## config.mk

```make
export PLATFORM = sky130hd
export DESIGN_NAME = pcm_gain_saturate_flat
export DESIGN_NICKNAME = d
export VERILOG_FILES = /design/src/pgs_pkg.sv /design/src/pgs_in_if.sv /design/src/pgs_out_if.sv /design/src/pgs_decode.sv /design/src/pgs_mult.sv /design/src/pgs_round.sv /design/src/pgs_sat.sv /design/src/pcm_gain_saturate.sv /design/src/flat_wrapper.sv
export SDC_FILE = /design/constraint.sdc
export NUM_CORES = 2
export LEC_CHECK = 0
export BUFFER_PORTS_ARGS = -buffer_cell sky130_fd_sc_hd__buf_4
export CORE_UTILIZATION = 65
export DETAILED_ROUTE_END_ITERATION = 16
export GPL_TIMING_DRIVEN = 0
export PLACE_DENSITY = 0.82
export SYNTH_ARGS = -nofsm -noshare
export SYNTH_HDL_FRONTEND = slang
export SYNTH_SLANG_ARGS = --single-unit
```

## constraint.sdc

```tcl
create_clock -name clk -period 9.4 [get_ports clk]
set_input_delay 0.94 -clock clk [delete_from_list [all_inputs] [get_ports clk]]
set_output_delay 0.94 -clock clk [all_outputs]
set_load 0.01 [all_outputs]
```

## src/pgs_pkg.sv

```systemverilog
`timescale 1ns / 1ps
// ----------------------------------------------------------------------------
// pgs_pkg
// shared widths, format codes, register indexes and stage types
// ----------------------------------------------------------------------------
package pgs_pkg;

	localparam int GAIN_FRAC_BITS = 24;
	localparam int SAMPLE_W       = 32;
	localparam int GAIN_W         = 32;
	localparam int PROD_W         = SAMPLE_W + GAIN_W;
	localparam int QUOT_W         = PROD_W - GAIN_FRAC_BITS;
	localparam int FMT_W          = 2;
	localparam int CFG_IDX_W      = 1;
	localparam int CFG_DATA_W     = 32;

	localparam logic [FMT_W-1:0] FMT_U8  = 2'd0;
	localparam logic [FMT_W-1:0] FMT_S16 = 2'd1;
	localparam logic [FMT_W-1:0] FMT_S24 = 2'd2;
	localparam logic [FMT_W-1:0] FMT_S32 = 2'd3;

	localparam logic [CFG_IDX_W-1:0] REG_FORMAT = 1'd0;
	localparam logic [CFG_IDX_W-1:0] REG_GAIN   = 1'd1;

	localparam logic [FMT_W-1:0]  FORMAT_RESET = FMT_S16;
	localparam logic [GAIN_W-1:0] GAIN_UNITY   = GAIN_W'(64'd1 << GAIN_FRAC_BITS);

	localparam logic [7:0] U8_OFFSET = 8'h80;

	// signed 32-bit clamp limits, widened per use
	localparam logic signed [31:0] LIM8_LO  = -32'sd128;
	localparam logic signed [31:0] LIM8_HI  = 32'sd127;
	localparam logic signed [31:0] LIM16_LO = -32'sd32768;
	localparam logic signed [31:0] LIM16_HI = 32'sd32767;
	localparam logic signed [31:0] LIM32_LO = 32'sh8000_0000;
	localparam logic signed [31:0] LIM32_HI = 32'sh7FFF_FFFF;

	// side information that travels with each sample
	typedef struct packed {
		logic [FMT_W-1:0] fmt;
		logic             last;
	} meta_t;

endpackage

```

## src/pgs_in_if.sv

```systemverilog
`timescale 1ns / 1ps
// ----------------------------------------------------------------------------
// pgs_in_if
// sample input channel: valid/ready plus raw container and buffer end mark
// ----------------------------------------------------------------------------
interface pgs_in_if;
	import pgs_pkg::*;

	logic                valid;
	logic                ready;
	logic [SAMPLE_W-1:0] sample_in;
	logic                last_in;

	modport source (output valid, output sample_in, output last_in, input ready);
	modport sink   (input valid, input sample_in, input last_in, output ready);
endinterface

```

## src/pgs_out_if.sv

```systemverilog
`timescale 1ns / 1ps
// ----------------------------------------------------------------------------
// pgs_out_if
// sample output channel: valid/ready plus scaled container and buffer end mark
// ----------------------------------------------------------------------------
interface pgs_out_if;
	import pgs_pkg::*;

	logic                valid;
	logic                ready;
	logic [SAMPLE_W-1:0] sample_out;
	logic                last_out;

	modport source (output valid, output sample_out, output last_out, input ready);
	modport sink   (input valid, input sample_out, input last_out, output ready);
endinterface

```

## src/pgs_decode.sv

```systemverilog
`timescale 1ns / 1ps
// ----------------------------------------------------------------------------
// pgs_decode
// stage 1: turns the raw container into a signed 32-bit operand
// ----------------------------------------------------------------------------
module pgs_decode (
	input  logic                         clk,
	input  logic                         ld,
	input  logic [pgs_pkg::SAMPLE_W-1:0] raw,
	input  pgs_pkg::meta_t               meta,
	output logic signed [pgs_pkg::SAMPLE_W-1:0] x_s1,
	output pgs_pkg::meta_t               meta_s1
);
	import pgs_pkg::*;

	logic signed [SAMPLE_W-1:0] x_d;
	logic [7:0]                 u8_flip;

	assign u8_flip = raw[7:0] ^ U8_OFFSET;

	always_comb begin
		unique case (meta.fmt)
			FMT_U8:  x_d = $signed({{(SAMPLE_W-8){u8_flip[7]}}, u8_flip});
			FMT_S16: x_d = $signed({{(SAMPLE_W-16){raw[15]}}, raw[15:0]});
			// left-justify 24-bit samples
			FMT_S24: x_d = $signed({raw[23:0], 8'h00});
			default: x_d = $signed(raw);
		endcase
	end

	always_ff @(posedge clk) begin
		if (ld) begin
			x_s1    <= x_d;
			meta_s1 <= meta;
		end
	end
endmodule

```

## src/pgs_mult.sv

```systemverilog
`timescale 1ns / 1ps
// ----------------------------------------------------------------------------
// pgs_mult
// stage 2: signed 32 x 32 product of sample and gain
// ----------------------------------------------------------------------------
module pgs_mult (
	input  logic                              clk,
	input  logic                              ld,
	input  logic signed [pgs_pkg::SAMPLE_W-1:0] x,
	input  logic signed [pgs_pkg::GAIN_W-1:0]   gain,
	input  pgs_pkg::meta_t                    meta,
	output logic signed [pgs_pkg::PROD_W-1:0] prod_s2,
	output pgs_pkg::meta_t                    meta_s2
);
	import pgs_pkg::*;

	logic signed [PROD_W-1:0] x_ext;
	logic signed [PROD_W-1:0] g_ext;

	assign x_ext = PROD_W'(x);
	assign g_ext = PROD_W'(gain);

	always_ff @(posedge clk) begin
		if (ld) begin
			prod_s2 <= x_ext * g_ext;
			meta_s2 <= meta;
		end
	end
endmodule

```

## src/pgs_round.sv

```systemverilog
`timescale 1ns / 1ps
// ----------------------------------------------------------------------------
// pgs_round
// stage 3: drops the gain fraction bits, truncating toward zero
// ----------------------------------------------------------------------------
module pgs_round (
	input  logic                              clk,
	input  logic                              ld,
	input  logic signed [pgs_pkg::PROD_W-1:0] prod,
	input  pgs_pkg::meta_t                    meta,
	output logic signed [pgs_pkg::QUOT_W-1:0] quot_s3,
	output pgs_pkg::meta_t                    meta_s3
);
	import pgs_pkg::*;

	logic signed [QUOT_W-1:0] floor_q;
	logic                     bump;

	// floor division, then +1 for a negative product with a nonzero fraction
	assign floor_q = prod[PROD_W-1:GAIN_FRAC_BITS];
	assign bump    = prod[PROD_W-1] && (|prod[GAIN_FRAC_BITS-1:0]);

	always_ff @(posedge clk) begin
		if (ld) begin
			quot_s3 <= floor_q + $signed({{(QUOT_W-1){1'b0}}, bump});
			meta_s3 <= meta;
		end
	end
endmodule

```

## src/pgs_sat.sv

```systemverilog
`timescale 1ns / 1ps
// ----------------------------------------------------------------------------
// pgs_sat
// stage 4: clamps to the format range and re-encodes the container
// ----------------------------------------------------------------------------
module pgs_sat (
	input  logic                              clk,
	input  logic                              ld,
	input  logic signed [pgs_pkg::QUOT_W-1:0] quot,
	input  pgs_pkg::meta_t                    meta,
	output logic [pgs_pkg::SAMPLE_W-1:0]      sample_s4,
	output pgs_pkg::meta_t                    meta_s4
);
	import pgs_pkg::*;

	logic signed [31:0]       lo32;
	logic signed [31:0]       hi32;
	logic signed [QUOT_W-1:0] lo;
	logic signed [QUOT_W-1:0] hi;
	logic signed [QUOT_W-1:0] r;
	logic [SAMPLE_W-1:0]      enc;

	always_comb begin
		unique case (meta.fmt)
			FMT_U8: begin
				lo32 = LIM8_LO;
				hi32 = LIM8_HI;
			end
			FMT_S16: begin
				lo32 = LIM16_LO;
				hi32 = LIM16_HI;
			end
			default: begin
				lo32 = LIM32_LO;
				hi32 = LIM32_HI;
			end
		endcase
	end

	assign lo = $signed({{(QUOT_W-32){lo32[31]}}, lo32});
	assign hi = $signed({{(QUOT_W-32){hi32[31]}}, hi32});

	always_comb begin
		priority if (quot < lo) r = lo;
		else if (quot > hi)     r = hi;
		else                    r = quot;
	end

	always_comb begin
		unique case (meta.fmt)
			FMT_U8:  enc = {{(SAMPLE_W-8){1'b0}}, r[7:0] ^ U8_OFFSET};
			FMT_S16: enc = {{(SAMPLE_W-16){1'b0}}, r[15:0]};
			// back to 24 bits, arithmetic shift keeps the low 24 bits
			FMT_S24: enc = {8'h00, r[31:8]};
			default: enc = r[31:0];
		endcase
	end

	always_ff @(posedge clk) begin
		if (ld) begin
			sample_s4 <= enc;
			meta_s4   <= meta;
		end
	end
endmodule

```

## src/pcm_gain_saturate.sv

```systemverilog
`timescale 1ns / 1ps
// ----------------------------------------------------------------------------
// pcm_gain_saturate
// scales pcm samples by a signed q8.24 gain and saturates to the format range
// ----------------------------------------------------------------------------
//  channel  | dir | handshake          | payload
//  din      | in  | valid / ready      | sample_in[31:0], last_in
//  dout     | out | valid / ready      | sample_out[31:0], last_out
//  cfg      | in  | cfg_we (no ready)  | cfg_index[0], cfg_data[31:0]
//
// one request per cycle sustained while dout takes results; each sample
// passes the pipe stages decode, 32x32 multiply, fraction truncation, clamp
// and encode; dout.valid is the stage 4 valid bit, so an accepted sample
// is registered in stages 1 to 4 in turn before its result can leave
// arst_n clears all stage valid bits and loads format s16 and unity gain
// a stall on dout backs up stage by stage; a stage takes a new request
// whenever it is empty or its contents move on in the same cycle
// ----------------------------------------------------------------------------
module pcm_gain_saturate (
	input  logic                           clk,
	input  logic                           arst_n,
	pgs_in_if.sink                         din,
	pgs_out_if.source                      dout,
	input  logic                           cfg_we,
	input  logic [pgs_pkg::CFG_IDX_W-1:0]  cfg_index,
	input  logic [pgs_pkg::CFG_DATA_W-1:0] cfg_data
);
	import pgs_pkg::*;

	// configuration registers
	logic [FMT_W-1:0]         fmt_q;
	logic signed [GAIN_W-1:0] gain_q;

	always_ff @(posedge clk or negedge arst_n) begin
		if (!arst_n) begin
			fmt_q  <= FORMAT_RESET;
			gain_q <= GAIN_UNITY;
		end else if (cfg_we) begin
			unique case (cfg_index)
				REG_FORMAT: fmt_q  <= cfg_data[FMT_W-1:0];
				default:    gain_q <= $signed(cfg_data[GAIN_W-1:0]);
			endcase
		end
	end

	// stage valid bits and per-stage ready
	logic v_s1, v_s2, v_s3, v_s4;
	logic rdy1, rdy2, rdy3, rdy4;
	logic ld1, ld2, ld3, ld4;

	assign rdy4 = !v_s4 || dout.ready;
	assign rdy3 = !v_s3 || rdy4;
	assign rdy2 = !v_s2 || rdy3;
	assign rdy1 = !v_s1 || rdy2;

	// a stage loads when it can take data and the one before holds some
	assign ld1 = rdy1 && din.valid;
	assign ld2 = rdy2 && v_s1;
	assign ld3 = rdy3 && v_s2;
	assign ld4 = rdy4 && v_s3;

	always_ff @(posedge clk or negedge arst_n) begin
		if (!arst_n) begin
			v_s1 <= 1'b0;
			v_s2 <= 1'b0;
			v_s3 <= 1'b0;
			v_s4 <= 1'b0;
		end else begin
			if (rdy1) v_s1 <= din.valid;
			if (rdy2) v_s2 <= v_s1;
			if (rdy3) v_s3 <= v_s2;
			if (rdy4) v_s4 <= v_s3;
		end
	end

	assign din.ready = rdy1;

	// format is captured with each sample so it follows the data down the pipe
	meta_t                    meta_in;
	meta_t                    meta_s1, meta_s2, meta_s3, meta_s4;
	logic signed [SAMPLE_W-1:0] x_s1;
	logic signed [PROD_W-1:0]   prod_s2;
	logic signed [QUOT_W-1:0]   quot_s3;
	logic [SAMPLE_W-1:0]        sample_s4;

	assign meta_in.fmt  = fmt_q;
	assign meta_in.last = din.last_in;

	pgs_decode u_decode (
		.clk     (clk),
		.ld      (ld1),
		.raw     (din.sample_in),
		.meta    (meta_in),
		.x_s1    (x_s1),
		.meta_s1 (meta_s1)
	);

	pgs_mult u_mult (
		.clk     (clk),
		.ld      (ld2),
		.x       (x_s1),
		.gain    (gain_q),
		.meta    (meta_s1),
		.prod_s2 (prod_s2),
		.meta_s2 (meta_s2)
	);

	pgs_round u_round (
		.clk     (clk),
		.ld      (ld3),
		.prod    (prod_s2),
		.meta    (meta_s2),
		.quot_s3 (quot_s3),
		.meta_s3 (meta_s3)
	);

	pgs_sat u_sat (
		.clk       (clk),
		.ld        (ld4),
		.quot      (quot_s3),
		.meta      (meta_s3),
		.sample_s4 (sample_s4),
		.meta_s4   (meta_s4)
	);

	assign dout.valid      = v_s4;
	assign dout.sample_out = sample_s4;
	assign dout.last_out   = meta_s4.last;

	// an accepted request always lands in stage 1
	a_accept_lands: assert property (@(posedge clk) disable iff (!arst_n)
		(din.valid && din.ready) |=> v_s1)
		else $error("accepted request did not reach stage 1");

	// a stage 3 entry that cannot move on must stay put
	a_s3_holds: assert property (@(posedge clk) disable iff (!arst_n)
		(v_s3 && !ld4) |=> v_s3)
		else $error("stalled stage 3 entry was dropped");

	// 8-bit results leave the upper container bits at zero
	a_u8_upper_zero: assert property (@(posedge clk) disable iff (!arst_n)
		(v_s4 && meta_s4.fmt == FMT_U8) |-> (sample_s4[SAMPLE_W-1:8] == '0))
		else $error("8-bit result has upper bits set");

	// 24-bit results leave the top byte at zero
	a_s24_upper_zero: assert property (@(posedge clk) disable iff (!arst_n)
		(v_s4 && meta_s4.fmt == FMT_S24) |-> (sample_s4[SAMPLE_W-1:24] == '0))
		else $error("24-bit result has top byte set");
endmodule

```

## src/flat_wrapper.sv

```systemverilog
// flat-port wrapper written by rule: the top's interface ports become plain ports
module pcm_gain_saturate_flat import pgs_pkg::*;
  (clk, arst_n, cfg_we, cfg_index, cfg_data, din_valid, din_sample_in, din_last_in, din_ready, dout_valid, dout_sample_out, dout_last_out, dout_ready);
  pgs_in_if din_i ();
  pgs_out_if dout_i ();
  input  logic clk;
  input  logic arst_n;
  input  logic cfg_we;
  input  logic [pgs_pkg::CFG_IDX_W-1:0] cfg_index;
  input  logic [pgs_pkg::CFG_DATA_W-1:0] cfg_data;
  input wire logic [$bits(din_i.valid)-1:0] din_valid;
  input wire logic [$bits(din_i.sample_in)-1:0] din_sample_in;
  input wire logic [$bits(din_i.last_in)-1:0] din_last_in;
  output wire logic [$bits(din_i.ready)-1:0] din_ready;
  output wire logic [$bits(dout_i.valid)-1:0] dout_valid;
  output wire logic [$bits(dout_i.sample_out)-1:0] dout_sample_out;
  output wire logic [$bits(dout_i.last_out)-1:0] dout_last_out;
  input wire logic [$bits(dout_i.ready)-1:0] dout_ready;
  assign din_i.valid = din_valid;
  assign din_i.sample_in = din_sample_in;
  assign din_i.last_in = din_last_in;
  assign din_ready = din_i.ready;
  assign dout_valid = dout_i.valid;
  assign dout_sample_out = dout_i.sample_out;
  assign dout_last_out = dout_i.last_out;
  assign dout_i.ready = dout_ready;
  pcm_gain_saturate u_core (.clk(clk), .arst_n(arst_n), .din(din_i), .dout(dout_i), .cfg_we(cfg_we), .cfg_index(cfg_index), .cfg_data(cfg_data));
endmodule
```

==> run_results.csv <==
group,metric,value,unit
grt,grt_overflow,0,
sta,min_period,9.44,ns
setup_path,path_cells,"clkbuf_1, and2_1, fa_1, inv_1, fa_1, fa_1, fa_1, fa_1, inv_1, fa_1, fa_1, fa_1, ha_1, a21oi_1, o22a_1, nand3_1, nor4_2, o21a_1, o31a_1, o21ai_2, and4b_1, or4_1",
synth,synth_compound_area_frac,0.0459,
die,die_h,268,µm
setup_path,max_stage_delay,0.80,ns
drt,viasPerCell,6.18,
die,coreArea,70000,µm²
sta,slew_violations,0,
synth,ys_ff_latch,216,
drt,drc,0,
drt,first_pass_iters,6,
die,dieWidth,268,µm
synth,synth_nets,6008,
synth,yosys.area.top_type_share,0.471,
die,rows,97,
finish,fin_nets,6146,
cts,cts_tree,"built",
grt,grt_pass1_vias,36400,
synth,yosys.area_share.adder,0.536,
sta,tightest_slew,1.27,ns
sta,fin_ws,-0.0363,ns
synth,avgSynthCellArea,9.98,µm²
synth,yosys_warnings,0,
die,start_util,0.657,
hold_path,min_path_type,"in2async",
finish,final_cell_count_no_fill,5736,
sta,clock_skew,0.0514,ns
drt,vias,35400,
sta,relSlewSlack,0.156,
placement,dp_cells,5661,
grt,grt_usage,0.478,
drt,ant_nets,0,
setup_path,crit_required,9.74,ns
synth,synth_top_area_cell,"fa_1",
die,pin_count,106,
setup_path,cp-end-kind,"flop",
cts,cts.sinks,216,
grt,grt_max_degree,68,
synth,synthMuxAreaShare,0.0123,
synth,synth-simple-area-share,0.148,
drt,post_drt_wl_per_cell,28.9,µm
synth,ys.flop_type,"edfxtp_1",
sta,hold_violations,0,
synth,syn-cell-area,46000,µm²
cts,htreeDepth,1,
sta,finalSetupViolCount,1,
setup_path,cp_common_cell,"fa_1",
grt,grt_pass1_wl,238,mm
cts,clock_latency,0.65,ns
setup_path,arrival,9.78,ns
synth,ys_types,66,
finish,final_core_util,0.700,
setup_path,cp_max_fo,10,
cts,cts-root-buf,"clkbuf_16",
setup_path,cp-start-kind,"flop",
finish,area_delta_synth_final,6.56,%
synth,synth.area.top_cells,"fa_1, edfxtp_1, inv_1, and2_1, ha_1",
run_status,status,"finished, violations left",
setup_path,cp_top_family,"adder cells",
run_status,violations,"negative setup slack",
synth,synth_top_family_by_area,"adder cells",
grt,antenna_found_initial,33,
cts,cts_hold_buf,0,
setup_path,path_buf_inv,3,
finish,fin_area,49000,µm²
setup_path,critPathKind,"reg2reg",
placement,hpwl,134,mm
synth,synthArstFlopShare,0.176,
finish,drive_above_1_share,0.0551,
flow_run,maxCapViolCount,0,
placement,finalWeightedCongestion,1.08,
sta,clock.fmax,106,MHz
placement,placed_area,48000,µm²
sta,whs,0.340,ns
setup_path,crit_slowest_cell,"clkbuf_1",
cts,clkTransAtPathRegs,0.07,ns
sta,fin_crit_sh,1.00,
synth,synth_xor_area_frac,0.0211,
placement,numPortBuffers,105,
drt,routed_wl,166,mm
cts,clock_path_buffers,3,
synth,synth_edf_count,178,
sta,rsz0062_at_grt,"true",
synth,syn_inst,4614,
die,dieArea,71900,µm²
drt,first_iter_violations,4125,
synth,synth_seq_area_share,0.137,
cts,cts_inserted_buffers,27,
-- state kept, by name, indices dropped and copies added, names as in the netlist --
register                 count
u_core.dout.valid            1
u_core.u_sat.meta_s4         1
u_core.u_round.quot_s3      40
u_core.gain_q               32
u_core.u_round.meta_s3       3
u_core.v_s2                  1
u_core.v_s3                  1
u_core.u_decode.meta_s1      3
u_core.u_mult.meta_s2        3
u_core.fmt_q                 2
u_core.u_sat.sample_s4      32
u_core.u_mult.prod_s2       64
u_core.v_s1                  1
u_core.u_decode.x_s1        32
-- worst register-to-register path, stage by stage, from the launching register on --
cell	delay, ns
edfxtp_1	0.73
clkbuf_1	0.81
and2_1	0.27
fa_1	0.42
inv_1	0.08
fa_1	0.46
fa_1	0.60
fa_1	0.45
fa_1	0.54
inv_1	0.05
fa_1	0.45
fa_1	0.61
fa_1	0.54
ha_1	0.41
a21oi_1	0.26
o22a_1	0.19
nand3_1	0.21
nor4_2	0.53
o21a_1	0.43
o31a_1	0.31
o21ai_2	0.12
and4b_1	0.18
or4_1	0.49
-- layout by cell type (no fill, tap or decap), types with 15 or more instances in the layout --
cell,synthesis,final
buf_4,0,107
a31oi_1,18,18
edfxtp_1,178,178
mux2i_1,15,15
dfrtp_1,36,36
xnor2_1,77,77
ha_1,241,241
clkbuf_16,0,27
nand2b_1,28,28
diode_2,0,23
nand4_1,27,27
o21ai_0,65,65
a21o_1,49,49
fa_1,1082,1080
a21oi_1,111,111
xor2_1,34,34
clkbuf_1,226,181
and3_1,19,19
mux2_2,37,37
inv_1,990,990
nand2_1,566,566
clkbuf_2,1,42
nor2_1,87,87
and2_1,530,527
nand3_1,30,30
nor3_1,17,17
-- kinds of logic after synthesis --
family | Yosys count
AO/OA/AOI/OAI | 335
XOR/XNOR | 111
adder cells (fa/ha/maj) | 1323
buffers and inverters | 1227
flip-flops | 216
multiplexers | 52
AND/OR/NAND/NOR | 1350
-- stage by stage --
step                setup slack, ns  TNS (ns)
floorplan                      1.46         0
global placement             -0.779     -4.14
detailed placement           -0.668     -4.17
CTS                         0.00445         0
global route                -0.0577   -0.0606
finish                      -0.0363   -0.0363
-- synthesized netlist by cell type, types with 3 or more instances --
cell type	count
a2111oi_0	8
a211oi_1	14
a21o_1	49
a21oi_1	111
a221oi_1	3
a311oi_1	3
a31o_2	5
a31oi_1	18
and2_1	530
and3_1	19
and4_1	5
buf_1	6
buf_2	4
clkbuf_1	226
dfrtp_1	36
edfxtp_1	178
fa_1	1082
ha_1	241
inv_1	990
mux2_2	37
mux2i_1	15
nand2_1	566
nand2b_1	28
nand3_1	30
nand4_1	27
nor2_1	87
nor2b_1	10
nor3_1	17
nor4_1	14
o211ai_1	6
o21a_1	10
o21ai_0	65
o21ai_1	3
o21bai_1	12
o31a_1	3
o31ai_1	3
or2_2	4
or4_1	3
xnor2_1	77
xor2_1	34
-- metal layers --
metal  track usage  part of all wire  vias up
met5             0           0.00034        -
met4         0.361             0.098        8
met3         0.141              0.13      745
met2         0.702              0.43     2668
met1         0.601              0.34    17900
li1              -                 -    14100
-- final timing paths --
check                           slack, ns                        end  depth (start not counted)                      from
worst max-delay path                -0.04  u_core.u_mult.prod_s2[59]                         22  u_core.u_decode.x_s1[11]
worst min-delay path                 0.34          u_core.gain_q[13]                          1                    arst_n
worst max register to register      -0.04  u_core.u_mult.prod_s2[59]                         22  u_core.u_decode.x_s1[11]
worst min register to register       0.42  u_core.u_round.meta_s3[0]                          0  u_core.u_mult.meta_s2[0]
max in group asynchronous            8.42          u_core.gain_q[30]                          1                    arst_n
min in group clk                     0.42  u_core.u_round.meta_s3[0]                          0  u_core.u_mult.meta_s2[0]
-- final cells by class --
| class | count | area (µm²) |
|---|---|---|
| multi-input combinational | 3171 | 35100 |
| fill | 5384 | 21000 |
| clock inverter | 22 | 179 |
| timing repair buffer | 109 | 833 |
| inverter | 990 | 3720 |
| antenna | 23 | 57.6 |
| clock buffer | 28 | 679 |
| tap | 940 | 1180 |
| buffer | 237 | 965 |
| sequential | 216 | 6300 |
-- timing repair --
| item | 4_1_cts | 5_1_grt |
|---|---|---|
| resized for setup | 13 | 91 |
| setup endpoints to repair | 10 | 11 |
| cloned | 0 | 0 |
| pin swaps | 1 | 0 |
| hold endpoints to repair | 0 | 0 |
| buffers inserted | 2 | 0 |
Power is not shown: default switching activity piles up to over one toggle a cycle in this logic, so the estimate is an artifact.
